==> src/rtl/mlrq_pkg.sv <==
package mlrq_pkg;

  localparam int MaxThreads = 16;
  localparam int IdxW = $clog2(MaxThreads);
  localparam int CntW = $clog2(MaxThreads + 1);

  localparam logic [7:0] PrioMax = 8'd149;
  localparam logic [7:0] L1Low = 8'd100;
  localparam logic [7:0] L2Low = 8'd50;
  localparam logic [11:0] WaitMax = 12'd4095;

  // request codes
  localparam logic [1:0] ReqEnq = 2'd0;
  localparam logic [1:0] ReqDeq = 2'd1;
  localparam logic [1:0] ReqAge = 2'd2;
  localparam logic [1:0] ReqOther = 2'd3; // no operation

  // status codes
  localparam logic [1:0] StOk = 2'd0;
  localparam logic [1:0] StBadPrio = 2'd1;
  localparam logic [1:0] StFull = 2'd2;
  localparam logic [1:0] StEmpty = 2'd3;

  // config register indexes
  localparam logic [1:0] CfgTick = 2'd0;
  localparam logic [1:0] CfgThresh = 2'd1;
  localparam logic [1:0] CfgStep = 2'd2;

  typedef enum logic [2:0] {
    S_IDLE,
    S_SCAN,
    S_AGE,
    S_PICK,
    S_OUT
  } state_t;

  // controller -> datapath
  typedef struct packed {
    logic load;      // capture input item, clear scan
    logic scan_step; // evaluate entry at scan index
    logic age_step;  // age entry at scan index
    logic commit;    // do enqueue/dequeue write and build result
  } cmd_t;

  // datapath -> controller
  typedef struct packed {
    logic [1:0] req;
    logic       scan_last;
  } stat_t;

  function automatic logic [1:0] level_of(input logic [7:0] p);
    if (p >= L1Low) return 2'd1;
    if (p >= L2Low) return 2'd2;
    return 2'd3;
  endfunction

endpackage

==> src/rtl/mlrq_ctrl.sv <==
module mlrq_ctrl (
  input  logic             clk,
  input  logic             rst,
  input  logic             in_fire,
  input  logic             out_busy,
  input  mlrq_pkg::stat_t  stat,
  output mlrq_pkg::cmd_t   cmd,
  output logic             idle,
  output logic             res_push
);

  mlrq_pkg::state_t state, state_next;

  always_ff @(posedge clk) begin
    if (rst) state <= mlrq_pkg::S_IDLE;
    else state <= state_next;
  end

  // next state and commands
  always_comb begin
    state_next = state;
    cmd = '0;
    idle = 1'b0;
    res_push = 1'b0;
    case (state)
      mlrq_pkg::S_IDLE: begin
        idle = 1'b1;
        if (in_fire) begin
          cmd.load = 1'b1;
          if (stat.req == mlrq_pkg::ReqAge) state_next = mlrq_pkg::S_AGE;
          else state_next = mlrq_pkg::S_SCAN;
        end
      end
      mlrq_pkg::S_SCAN: begin
        cmd.scan_step = 1'b1;
        if (stat.scan_last) state_next = mlrq_pkg::S_PICK;
      end
      mlrq_pkg::S_AGE: begin
        cmd.age_step = 1'b1;
        if (stat.scan_last) state_next = mlrq_pkg::S_PICK;
      end
      mlrq_pkg::S_PICK: begin
        if (!out_busy) begin
          cmd.commit = 1'b1;
          state_next = mlrq_pkg::S_OUT;
        end
      end
      mlrq_pkg::S_OUT: begin
        res_push = 1'b1;
        state_next = mlrq_pkg::S_IDLE;
      end
      default: state_next = mlrq_pkg::S_IDLE;
    endcase
  end

endmodule

==> src/rtl/mlrq_dp.sv <==
module mlrq_dp (
  input  logic            clk,
  input  logic            rst,
  input  mlrq_pkg::cmd_t  cmd,
  input  logic [47:0]     in_data,
  input  logic            cfg_we,
  input  logic [1:0]      cfg_idx,
  input  logic [11:0]     cfg_data,
  output mlrq_pkg::stat_t stat,
  output logic [47:0]     res_data
);

  localparam int N = mlrq_pkg::MaxThreads;
  localparam int IW = mlrq_pkg::IdxW;

  // config
  logic [9:0]  tick_amount;
  logic [11:0] aging_threshold;
  logic [5:0]  aging_step;

  always_ff @(posedge clk) begin
    if (rst) begin
      tick_amount <= 10'd100;
      aging_threshold <= 12'd1500;
      aging_step <= 6'd10;
    end else if (cfg_we) begin
      case (cfg_idx)
        mlrq_pkg::CfgTick: tick_amount <= cfg_data[9:0];
        mlrq_pkg::CfgThresh: aging_threshold <= cfg_data;
        mlrq_pkg::CfgStep: aging_step <= cfg_data[5:0];
        default: ;
      endcase
    end
  end

  // entry table
  logic [N-1:0] ent_v;
  logic [7:0]   ent_id   [N];
  logic [7:0]   ent_pri  [N];
  logic [15:0]  ent_bur  [N];
  logic [11:0]  ent_wait [N];
  logic [15:0]  ent_arr  [N];
  logic [15:0]  arrival_counter;

  // captured item
  logic [1:0]  req;
  logic [7:0]  q_id, q_pri;
  logic [15:0] q_bur;
  logic [11:0] q_wait;

  // scan state
  logic [IW-1:0] idx;
  logic          have_pick, have_free;
  logic [IW-1:0] pick, free_idx;
  logic [1:0]    pick_lvl;
  logic [15:0]   pick_key;
  logic [7:0]    pick_id;

  // request of the offered item, read by the controller at accept
  assign stat.req = in_data[1:0];
  assign stat.scan_last = (idx == IW'(N - 1));

  // candidate compare for the entry under scan
  logic [1:0]  c_lvl;
  logic [15:0] c_key;
  logic        c_better;
  always_comb begin
    c_lvl = mlrq_pkg::level_of(ent_pri[idx]);
    case (c_lvl)
      2'd1: c_key = ~ent_bur[idx];
      2'd2: c_key = {8'd0, ent_pri[idx]};
      default: c_key = arrival_counter - ent_arr[idx];
    endcase
    if (!have_pick || c_lvl < pick_lvl) c_better = 1'b1;
    else if (c_lvl > pick_lvl) c_better = 1'b0;
    else if (c_key != pick_key) c_better = c_key > pick_key;
    else c_better = ent_id[idx] > pick_id;
  end

  // aging of the entry under scan
  logic [12:0] w_sum, w_sub;
  logic [8:0]  p_sum;
  logic        do_age;
  always_comb begin
    w_sum = {1'b0, ent_wait[idx]} + {3'd0, tick_amount};
    do_age = (w_sum >= {1'b0, aging_threshold}) && (ent_id[idx] != 8'd0);
    w_sub = do_age ? w_sum - {1'b0, aging_threshold} : w_sum;
    p_sum = {1'b0, ent_pri[idx]} + {3'd0, aging_step};
  end

  always_ff @(posedge clk) begin
    if (rst) begin
      ent_v <= '0;
      arrival_counter <= '0;
    end else begin
      if (cmd.commit) begin
        if (req == mlrq_pkg::ReqEnq && q_pri <= mlrq_pkg::PrioMax && have_free) begin
          ent_v[free_idx] <= 1'b1;
          arrival_counter <= arrival_counter + 16'd1;
        end else if (req == mlrq_pkg::ReqDeq && have_pick) begin
          ent_v[pick] <= 1'b0;
        end
      end
    end
  end

  // payload, scan, entry field and result registers
  always_ff @(posedge clk) begin
    if (cmd.load) begin
      req <= in_data[1:0];
      q_id <= in_data[9:2];
      q_pri <= in_data[17:10];
      q_bur <= in_data[33:18];
      q_wait <= in_data[45:34];
      idx <= '0;
      have_pick <= 1'b0;
      have_free <= 1'b0;
    end
    if (cmd.scan_step) begin
      if (!ent_v[idx] && !have_free) begin
        have_free <= 1'b1;
        free_idx <= idx;
      end
      if (ent_v[idx] && c_better) begin
        have_pick <= 1'b1;
        pick <= idx;
        pick_lvl <= c_lvl;
        pick_key <= c_key;
        pick_id <= ent_id[idx];
      end
      idx <= idx + IW'(1);
    end
    if (cmd.age_step) begin
      if (ent_v[idx]) begin
        if (do_age)
          ent_pri[idx] <= (p_sum > {1'b0, mlrq_pkg::PrioMax}) ? mlrq_pkg::PrioMax
                                                             : p_sum[7:0];
        ent_wait[idx] <= (w_sub > {1'b0, mlrq_pkg::WaitMax}) ? mlrq_pkg::WaitMax
                                                             : w_sub[11:0];
      end
      idx <= idx + IW'(1);
    end
    if (cmd.commit) begin
      res_data <= '0;
      case (req)
        mlrq_pkg::ReqEnq: begin
          if (q_pri > mlrq_pkg::PrioMax) res_data[1:0] <= mlrq_pkg::StBadPrio;
          else if (!have_free) res_data[1:0] <= mlrq_pkg::StFull;
          else begin
            ent_id[free_idx] <= q_id;
            ent_pri[free_idx] <= q_pri;
            ent_bur[free_idx] <= q_bur;
            ent_wait[free_idx] <= q_wait;
            ent_arr[free_idx] <= arrival_counter;
          end
        end
        mlrq_pkg::ReqDeq: begin
          if (!have_pick) res_data[1:0] <= mlrq_pkg::StEmpty;
          else begin
            res_data[9:2] <= ent_id[pick];
            res_data[17:10] <= ent_pri[pick];
            res_data[33:18] <= ent_bur[pick];
            res_data[45:34] <= ent_wait[pick];
            res_data[47:46] <= pick_lvl;
          end
        end
        default: ;
      endcase
    end
  end

endmodule

==> src/rtl/multilevel_ready_queue_aging.sv <==
// Three-level ready queue with aging over a 16-entry thread table. Every item
// (enqueue, dequeue, aging tick, other) is captured, the table is swept one
// entry per cycle with a single compare/aging unit, the item is committed once
// the output register can take a result, and the result is loaded into it. Input
// is taken only in the idle state; results wait in one output register until taken.
module multilevel_ready_queue_aging (
  input  logic        clk,
  input  logic        rst,
  input  logic        s_tvalid,
  output logic        s_tready,
  // req_type[1:0], thread_id[9:2], priority_req[17:10], burst_time[33:18],
  // waiting_start[45:34], zero pad
  input  logic [47:0] s_tdata,
  output logic        m_tvalid,
  input  logic        m_tready,
  // status[1:0], thread_id_res[9:2], priority_res[17:10],
  // burst_time_res[33:18], waiting_time[45:34], level[47:46]
  output logic [47:0] m_tdata,
  input  logic        cfg_we,
  input  logic [1:0]  cfg_idx,
  input  logic [11:0] cfg_data
);

  mlrq_pkg::cmd_t  cmd;
  mlrq_pkg::stat_t stat;
  logic idle, res_push, in_fire;
  logic [47:0] res_data;

  assign s_tready = idle;
  assign in_fire = s_tvalid && s_tready;

  mlrq_ctrl u_ctrl (
    .clk(clk), .rst(rst), .in_fire(in_fire), .out_busy(m_tvalid && !m_tready),
    .stat(stat), .cmd(cmd), .idle(idle), .res_push(res_push)
  );

  mlrq_dp u_dp (
    .clk(clk), .rst(rst), .cmd(cmd), .in_data(s_tdata),
    .cfg_we(cfg_we), .cfg_idx(cfg_idx), .cfg_data(cfg_data),
    .stat(stat), .res_data(res_data)
  );

  // output register
  always_ff @(posedge clk) begin
    if (rst) m_tvalid <= 1'b0;
    else if (res_push) m_tvalid <= 1'b1;
    else if (m_tready) m_tvalid <= 1'b0;
  end

  always_ff @(posedge clk) begin
    if (res_push) m_tdata <= res_data;
  end

  a_push_free: assert property (@(posedge clk) disable iff (rst)
    res_push |-> !(m_tvalid && !m_tready)) else $error("result overwrite");
  a_no_take_busy: assert property (@(posedge clk) disable iff (rst)
    in_fire |=> !s_tready) else $error("accepted while busy");
  a_push_after: assert property (@(posedge clk) disable iff (rst)
    res_push |=> m_tvalid) else $error("result lost");

endmodule

==> config.mk <==
export PLATFORM = sky130hd
export DESIGN_NAME = multilevel_ready_queue_aging
export DESIGN_NICKNAME = d
export VERILOG_FILES = /design/src/rtl/mlrq_pkg.sv /design/src/rtl/mlrq_ctrl.sv /design/src/rtl/mlrq_dp.sv /design/src/rtl/multilevel_ready_queue_aging.sv
export SDC_FILE = /design/constraint.sdc
export NUM_CORES = 1
export LEC_CHECK = 0
export ABC_AREA = 1
export BUFFER_PORTS_ARGS = -buffer_cell sky130_fd_sc_hd__clkbuf_2
export CAP_MARGIN = 20
export CELL_PAD_IN_SITES_DETAIL_PLACEMENT = 2
export CELL_PAD_IN_SITES_GLOBAL_PLACEMENT = 2
export CORE_ASPECT_RATIO = 1.4
export CORE_MARGIN = 10
export CORE_UTILIZATION = 46
export CTS_CLUSTER_DIAMETER = 200
export DETAILED_ROUTE_END_ITERATION = 7
export PLACE_DENSITY_LB_ADDON = 0.3
export RECOVER_POWER = 25
export SETUP_SLACK_MARGIN = 0.4
export SKIP_LAST_GASP = 1
export SLEW_MARGIN = 20
export SYNTH_ARGS = -nofsm -noshare
export SYNTH_HDL_FRONTEND = slang
export SYNTH_SLANG_ARGS = --single-unit
==> constraint.sdc <==
create_clock -name clk -period 22.1 [get_ports clk]
set_input_delay 4.42 -clock clk [delete_from_list [all_inputs] [get_ports clk]]
set_output_delay 4.42 -clock clk [all_outputs]
set_load 0.005 [all_outputs]
After elaboration in Yosys (flattened, before gate mapping)
Memory sizes are Yosys's and may differ from the RTL's. A register that Yosys moved wholly into a read port is not among the register bits. Cells that the tools add are included.

Register bits: 246. RAM bits: 960. Output and inout bits: 50. Memories kept: 5.

Memory list: u_dp.ent_arr (words 16, width 16, rd ports 1, clocked after memory_dff 1, write ports 1, line mlrq_dp.sv:42) `logic [15:0] ent_arr [N];`; u_dp.ent_bur (words 16, width 16, rd ports 2, clocked after memory_dff 2, write ports 1, line mlrq_dp.sv:40) `logic [15:0] ent_bur [N];`; u_dp.ent_wait (words 16, width 12, rd ports 2, clocked after memory_dff 2, write ports 1, line mlrq_dp.sv:41) `logic [11:0] ent_wait [N];`; u_dp.ent_id (words 16, width 8, rd ports 2, clocked after memory_dff 2, write ports 1, line mlrq_dp.sv:38) `logic [7:0] ent_id [N];`; u_dp.ent_pri (words 16, width 8, rd ports 2, clocked after memory_dff 2, write ports 1, line mlrq_dp.sv:39) `logic [7:0] ent_pri [N];`.

Add/sub/neg operators: 6. $lt $le $gt $ge: 16. Eq/ne operators: 15. Multiplexer cells: 73. Bitwise gates (word level): 4. Reduce and logical (&&, ||, !) cells: 38.

Operator list (count): $mux W4 (10); $mux W1 (39); $mux W16 (2); $not A16 Y16 (2); $pmux W16 S2 (1); $mux W12 (2); $add A16 B1 Y16 const B (1); $and A16 B16 Y16 (1); $gt A16 B16 Y1 (1); $mux W2 (8); $mux W8 (2); $ne A16 B16 Y1 (1); $or A16 B16 Y16 (1); $reduce_and A2 Y1 (8); $sub A16 B16 Y16 (1); $lt A4 B5 Y1 const B (3); $add A12 B10 Y13 (1); $ge A13 B12 Y1 (1); $gt A13 B12 Y1 const B (1); $mux W13 (1); $sub A13 B12 Y13 (1); $reduce_or A12 Y1 (1); $logic_and A1 B1 Y1 (10); $add A8 B6 Y9 (1); other kinds (33) (52).

Longest topological paths before layout
Word-level depth: 14. Gate-level depth with buffers: 37. Depth with buffers taken out: 29.

Cells and area by module
From an unflattened synthesis, not the netlist that was laid out.

Cells, all modules: 6001. Area, all modules: 59094.2 µm².

Modules (own cells, without submodules): mlrq_dp (instances 1, cells an instance 5901, area each 57333.7 µm²); multilevel_ready_queue_aging (instances 1, cells an instance 56, area each 1495.2 µm²); mlrq_ctrl (instances 1, cells an instance 44, area each 265.3 µm²).

Least setup slack after synthesis
Ideal clock, no wire load.

Kind: input -> register. From: input m_tready. To: memory u_dp.ent_arr[13][0], enable pin. Arrival time: 10.280 ns. Data required time: 21.613 ns. Path slack: 11.333 ns. Cell stages on the path: 7. Buffers on the path: 3. Path through: nor2_1 -> nor2_1 -> nand2_2 -> clkbuf_1 -> clkbuf_1 -> buf_1 -> nor3_1.

RTL lines: start, declared (line multilevel_ready_queue_aging.sv:15) `input logic m_tready,`; end, declared (line mlrq_dp.sv:42).

==> impl_summary.log <==
INFO  metric multi_input_comb_area = 17000 µm²
INFO  metric seqCellArea = 35600 µm²
INFO  metric cts_made_buffers = 121
INFO  metric finish.cell_count_without_fillers = 6898
INFO  metric yosys-top-cells-area = sky130_fd_sc_hd__edfxtp_1 (62%), sky130_fd_sc_hd__o21ai_0 (5.1%), sky130_fd_sc_hd__nand2_1 (4.7%), sky130_fd_sc_hd__nand3_1 (4.1%), sky130_fd_sc_hd__nor2_1 (3.5%)
INFO  metric worstSkewPairLatency = 0.81 ns
INFO  metric residual_antenna_violating_net_count_after_detailed_routing = 0
INFO  metric worstMarginPinSlew = 1.16 ns
INFO  metric finalInstanceArea = 61600 µm²
INFO  metric viasPerCell = 6.78
INFO  metric synth_seq_cells = 1210
INFO  metric global_route_wire_length_before_repair = 357000 µm
INFO  metric final_common_cell = sky130_fd_sc_hd__edfxtp_1
INFO  metric cpMaxStageDelayCell = sky130_fd_sc_hd__buf_4
INFO  metric cp_max_fo = 210
INFO  metric wire_per_inst = 35.7 µm
INFO  metric synthCells = 5187
INFO  metric slew_viol_final = 0
INFO  metric hpwlAfterDp = 133000 µm
INFO  metric detail_route.drc_violations = 0
INFO  metric synthesis.area_per_instance = 10.7 µm²
INFO  metric yosysUniqueCellTypes = 51
INFO  metric gr-usage-all-layers = 0.355
INFO  metric max-clock-path-buffers = 3
INFO  metric max_slew_margin = 0.218
INFO  metric p_leak = 21.6 nW
INFO  metric skew = 0.0492 ns
INFO  metric mappedNetlistArea = 55600 µm²
INFO  metric detail_route.first_pass.iterations = 6
INFO  metric dpl_cell_area = 57600 µm²
INFO  metric detailroute.via_count = 46700
INFO  metric ys.warnings.count = 0
INFO  metric synth-main-ff-cell = sky130_fd_sc_hd__edfxtp_1
INFO  metric grt_pass1_vias = 51900
INFO  metric die_w = 314 µm
INFO  metric worstSetupStartpointType = flip-flop
INFO  metric post_cts_hold_buffer_count = 0
INFO  metric outcome = complete, no violations
INFO  metric layout.nets = 5338
INFO  metric fillCellCount = 11900
INFO  metric power.density = 161 nW/µm²
INFO  metric regToRegSetupSlack = 12.51 ns
INFO  metric grt_overflow = 0
INFO  metric area_growth = 10.8%
INFO  metric synth_async_sr_flop_share = 0
INFO  metric grt_setup_unrepaired = no
INFO  metric cp_data_required_time = 22.50 ns
INFO  metric dp.cells = 6668
INFO  metric critical_path.most_common_cell = sky130_fd_sc_hd__nand3_1
INFO  metric clock-root-buffer = sky130_fd_sc_hd__clkbuf_16
INFO  metric cts_setup_buffers = 0
INFO  metric synth_nets = 5329
INFO  metric final.setup.tns = 0 ns
INFO  metric worstHoldPathType = reg2reg
INFO  metric design.core.area = 120000 µm²
INFO  metric clock_input_transition_at_the_sequential_cells_of_the_worst_setup_and_hold_paths = 0.06 ns
INFO  metric globalplace.congestion = 0.831
INFO  metric synth-seq-area-share = 0.641
INFO  metric tritoncts_num_sinks = 1210
INFO  metric wirelength = 246000 µm
INFO  metric total_power = 9.92 mW
INFO  metric cts.htree.levels = 3
INFO  metric start_util = 0.464
INFO  metric placement_rows = 150
INFO  metric finalSetupViolCount = 0
INFO  metric worst_path_largest_cell_delay = 0.86 ns
INFO  metric final_layout_size_suffix_gt1_frac = 0.0883
INFO  metric fmax = 0.104 GHz
INFO  metric most-common-layout-cells = sky130_fd_sc_hd__edfxtp_1 (1140), sky130_fd_sc_hd__nand2_1 (700), sky130_fd_sc_hd__o21ai_0 (562)
INFO  metric post_cts_resize_count = 0
INFO  metric drv.max_cap_violation_count = 0
INFO  metric fin_crit = 9.59 ns
INFO  metric clock_tree_from_tritoncts = built
INFO  metric grt_antenna_before_repair = 2
INFO  metric port_buffer_cells = 114
INFO  metric dieArea = 135000 µm²
INFO  metric setup.worst_path.end_class = flip-flop
INFO  metric synth.top_cell.area_share = 0.616
INFO  metric finalHoldViolations = 0
INFO  metric largest_net_degree_at_the_start_of_global_routing = 211
INFO  metric final.period_utilization = 0.434
INFO  metric dr.first_iter.drc_count = 5410
INFO  metric die_h = 431 µm
INFO  metric top_level_i_o_count = 117
INFO  metric timing.setup.critical_path_class = reg2reg
INFO  metric synth_edf_count = 1140
INFO  metric post-synth-top-area-cell = sky130_fd_sc_hd__edfxtp_1
INFO  metric worst_path_arrival_time = 10.00 ns
INFO  metric peakVddDrop = 0.165 mV
## flip-flops by register name (all words and copies together), names as in the netlist, 10 cells and up, named ones only
name                  cells
m_tdata                  48
u_dp.aging_threshold     12
u_dp.arrival_counter     16
u_dp.ent_arr            256
u_dp.ent_bur            256
u_dp.ent_id             128
u_dp.ent_pri            128
u_dp.ent_v               16
u_dp.ent_wait           192
u_dp.pick_key            16
u_dp.q_bur               16
u_dp.q_wait              12
u_dp.res_data            48
u_dp.tick_amount         10
## layer usage
layer	global-route usage	vias up	part of all wire
li1	-	18700	-
met1	0.394	23900	0.34
met2	0.606	2995	0.49
met3	0.0608	1083	0.081
met4	0.265	0	0.083
met5	0	-	0
## path summary, 6_finish.rpt
check                          from         endpoint  depth (start not counted)
hold reg to reg   u_dp.res_data[12]      m_tdata[12]                          0
setup reg to reg          flip-flop  u_dp.pick_id[4]                         29
hold / removal    u_dp.res_data[12]      m_tdata[12]                          0
setup / recovery          flip-flop  u_dp.pick_id[4]                         29
## cells in the mapped netlist (20+ instances only)
| library cell | n |
|---|---|
| sky130_fd_sc_hd__a21oi_1 | 174 |
| sky130_fd_sc_hd__a22oi_1 | 133 |
| sky130_fd_sc_hd__a41oi_1 | 50 |
| sky130_fd_sc_hd__buf_2 | 95 |
| sky130_fd_sc_hd__buf_4 | 22 |
| sky130_fd_sc_hd__clkbuf_1 | 193 |
| sky130_fd_sc_hd__dfxtp_1 | 70 |
| sky130_fd_sc_hd__edfxtp_1 | 1140 |
| sky130_fd_sc_hd__ha_1 | 71 |
| sky130_fd_sc_hd__inv_1 | 403 |
| sky130_fd_sc_hd__nand2_1 | 702 |
| sky130_fd_sc_hd__nand3_1 | 453 |
| sky130_fd_sc_hd__nor2_1 | 523 |
| sky130_fd_sc_hd__nor3_1 | 73 |
| sky130_fd_sc_hd__o211ai_1 | 155 |
| sky130_fd_sc_hd__o21ai_0 | 562 |
| sky130_fd_sc_hd__o21ai_1 | 39 |
| sky130_fd_sc_hd__o221ai_1 | 57 |
| sky130_fd_sc_hd__o22ai_1 | 122 |
| sky130_fd_sc_hd__xor2_1 | 20 |
## area by class of cell
type,instances,area share
inverter,415,0.0258
timing repair buffer,221,0.0231
multi-input combinational,3227,0.276
clock buffer,148,0.0511
sequential,1210,0.579
antenna,2,0.0000813
clock inverter,79,0.0128
tap,1596,0.0324
## kinds of logic (layout without fill, tap and decap cells)
family,Yosys count,after routing,share of synthesized area
compound gates,1331,1331,0.145
fa+ha+maj,75,75,0.0174
other cells,0,2,0
xor+xnor,38,38,0.00612
simple gates,1783,1783,0.134
buf+inv,750,863,0.0564
flops,1210,1210,0.641
## critical path: cells and delay by family (launching register included)
| family | cells | cell delay [ns] |
|---|---|---|
| and+or+nand+nor | 11 | 2.27 |
| AOI/OAI and AO/OA | 8 | 2.08 |
| buffers and inverters | 8 | 3.04 |
| DFF | 1 | 0.63 |
| adders and majority gates | 2 | 0.59 |
## where the power goes
group | internal (mW) | total [mW] | switching [mW] | leakage (nW)
combinational | 0.990 | 4.31 | 3.32 | 9.07
clock | 1.18 | 2.16 | 0.988 | 1.91
sequential | 3.29 | 3.45 | 0.153 | 10.7
total | 5.46 | 9.92 | 4.46 | 21.6
## per-stage QoR
stage,hold WS (ns),setup WS [ns],utilization
2_1_floorplan,0.400,11.33,-
3_5_place_dp,0.406,13.05,0.481
5_1_grt,0.432,12.42,0.514
6_report,0.417,12.51,0.514
4_1_cts,0.420,12.87,0.514
3_3_place_gp,0.401,13.46,0.481
No activity file was read; power rests on OpenSTA's default activity.
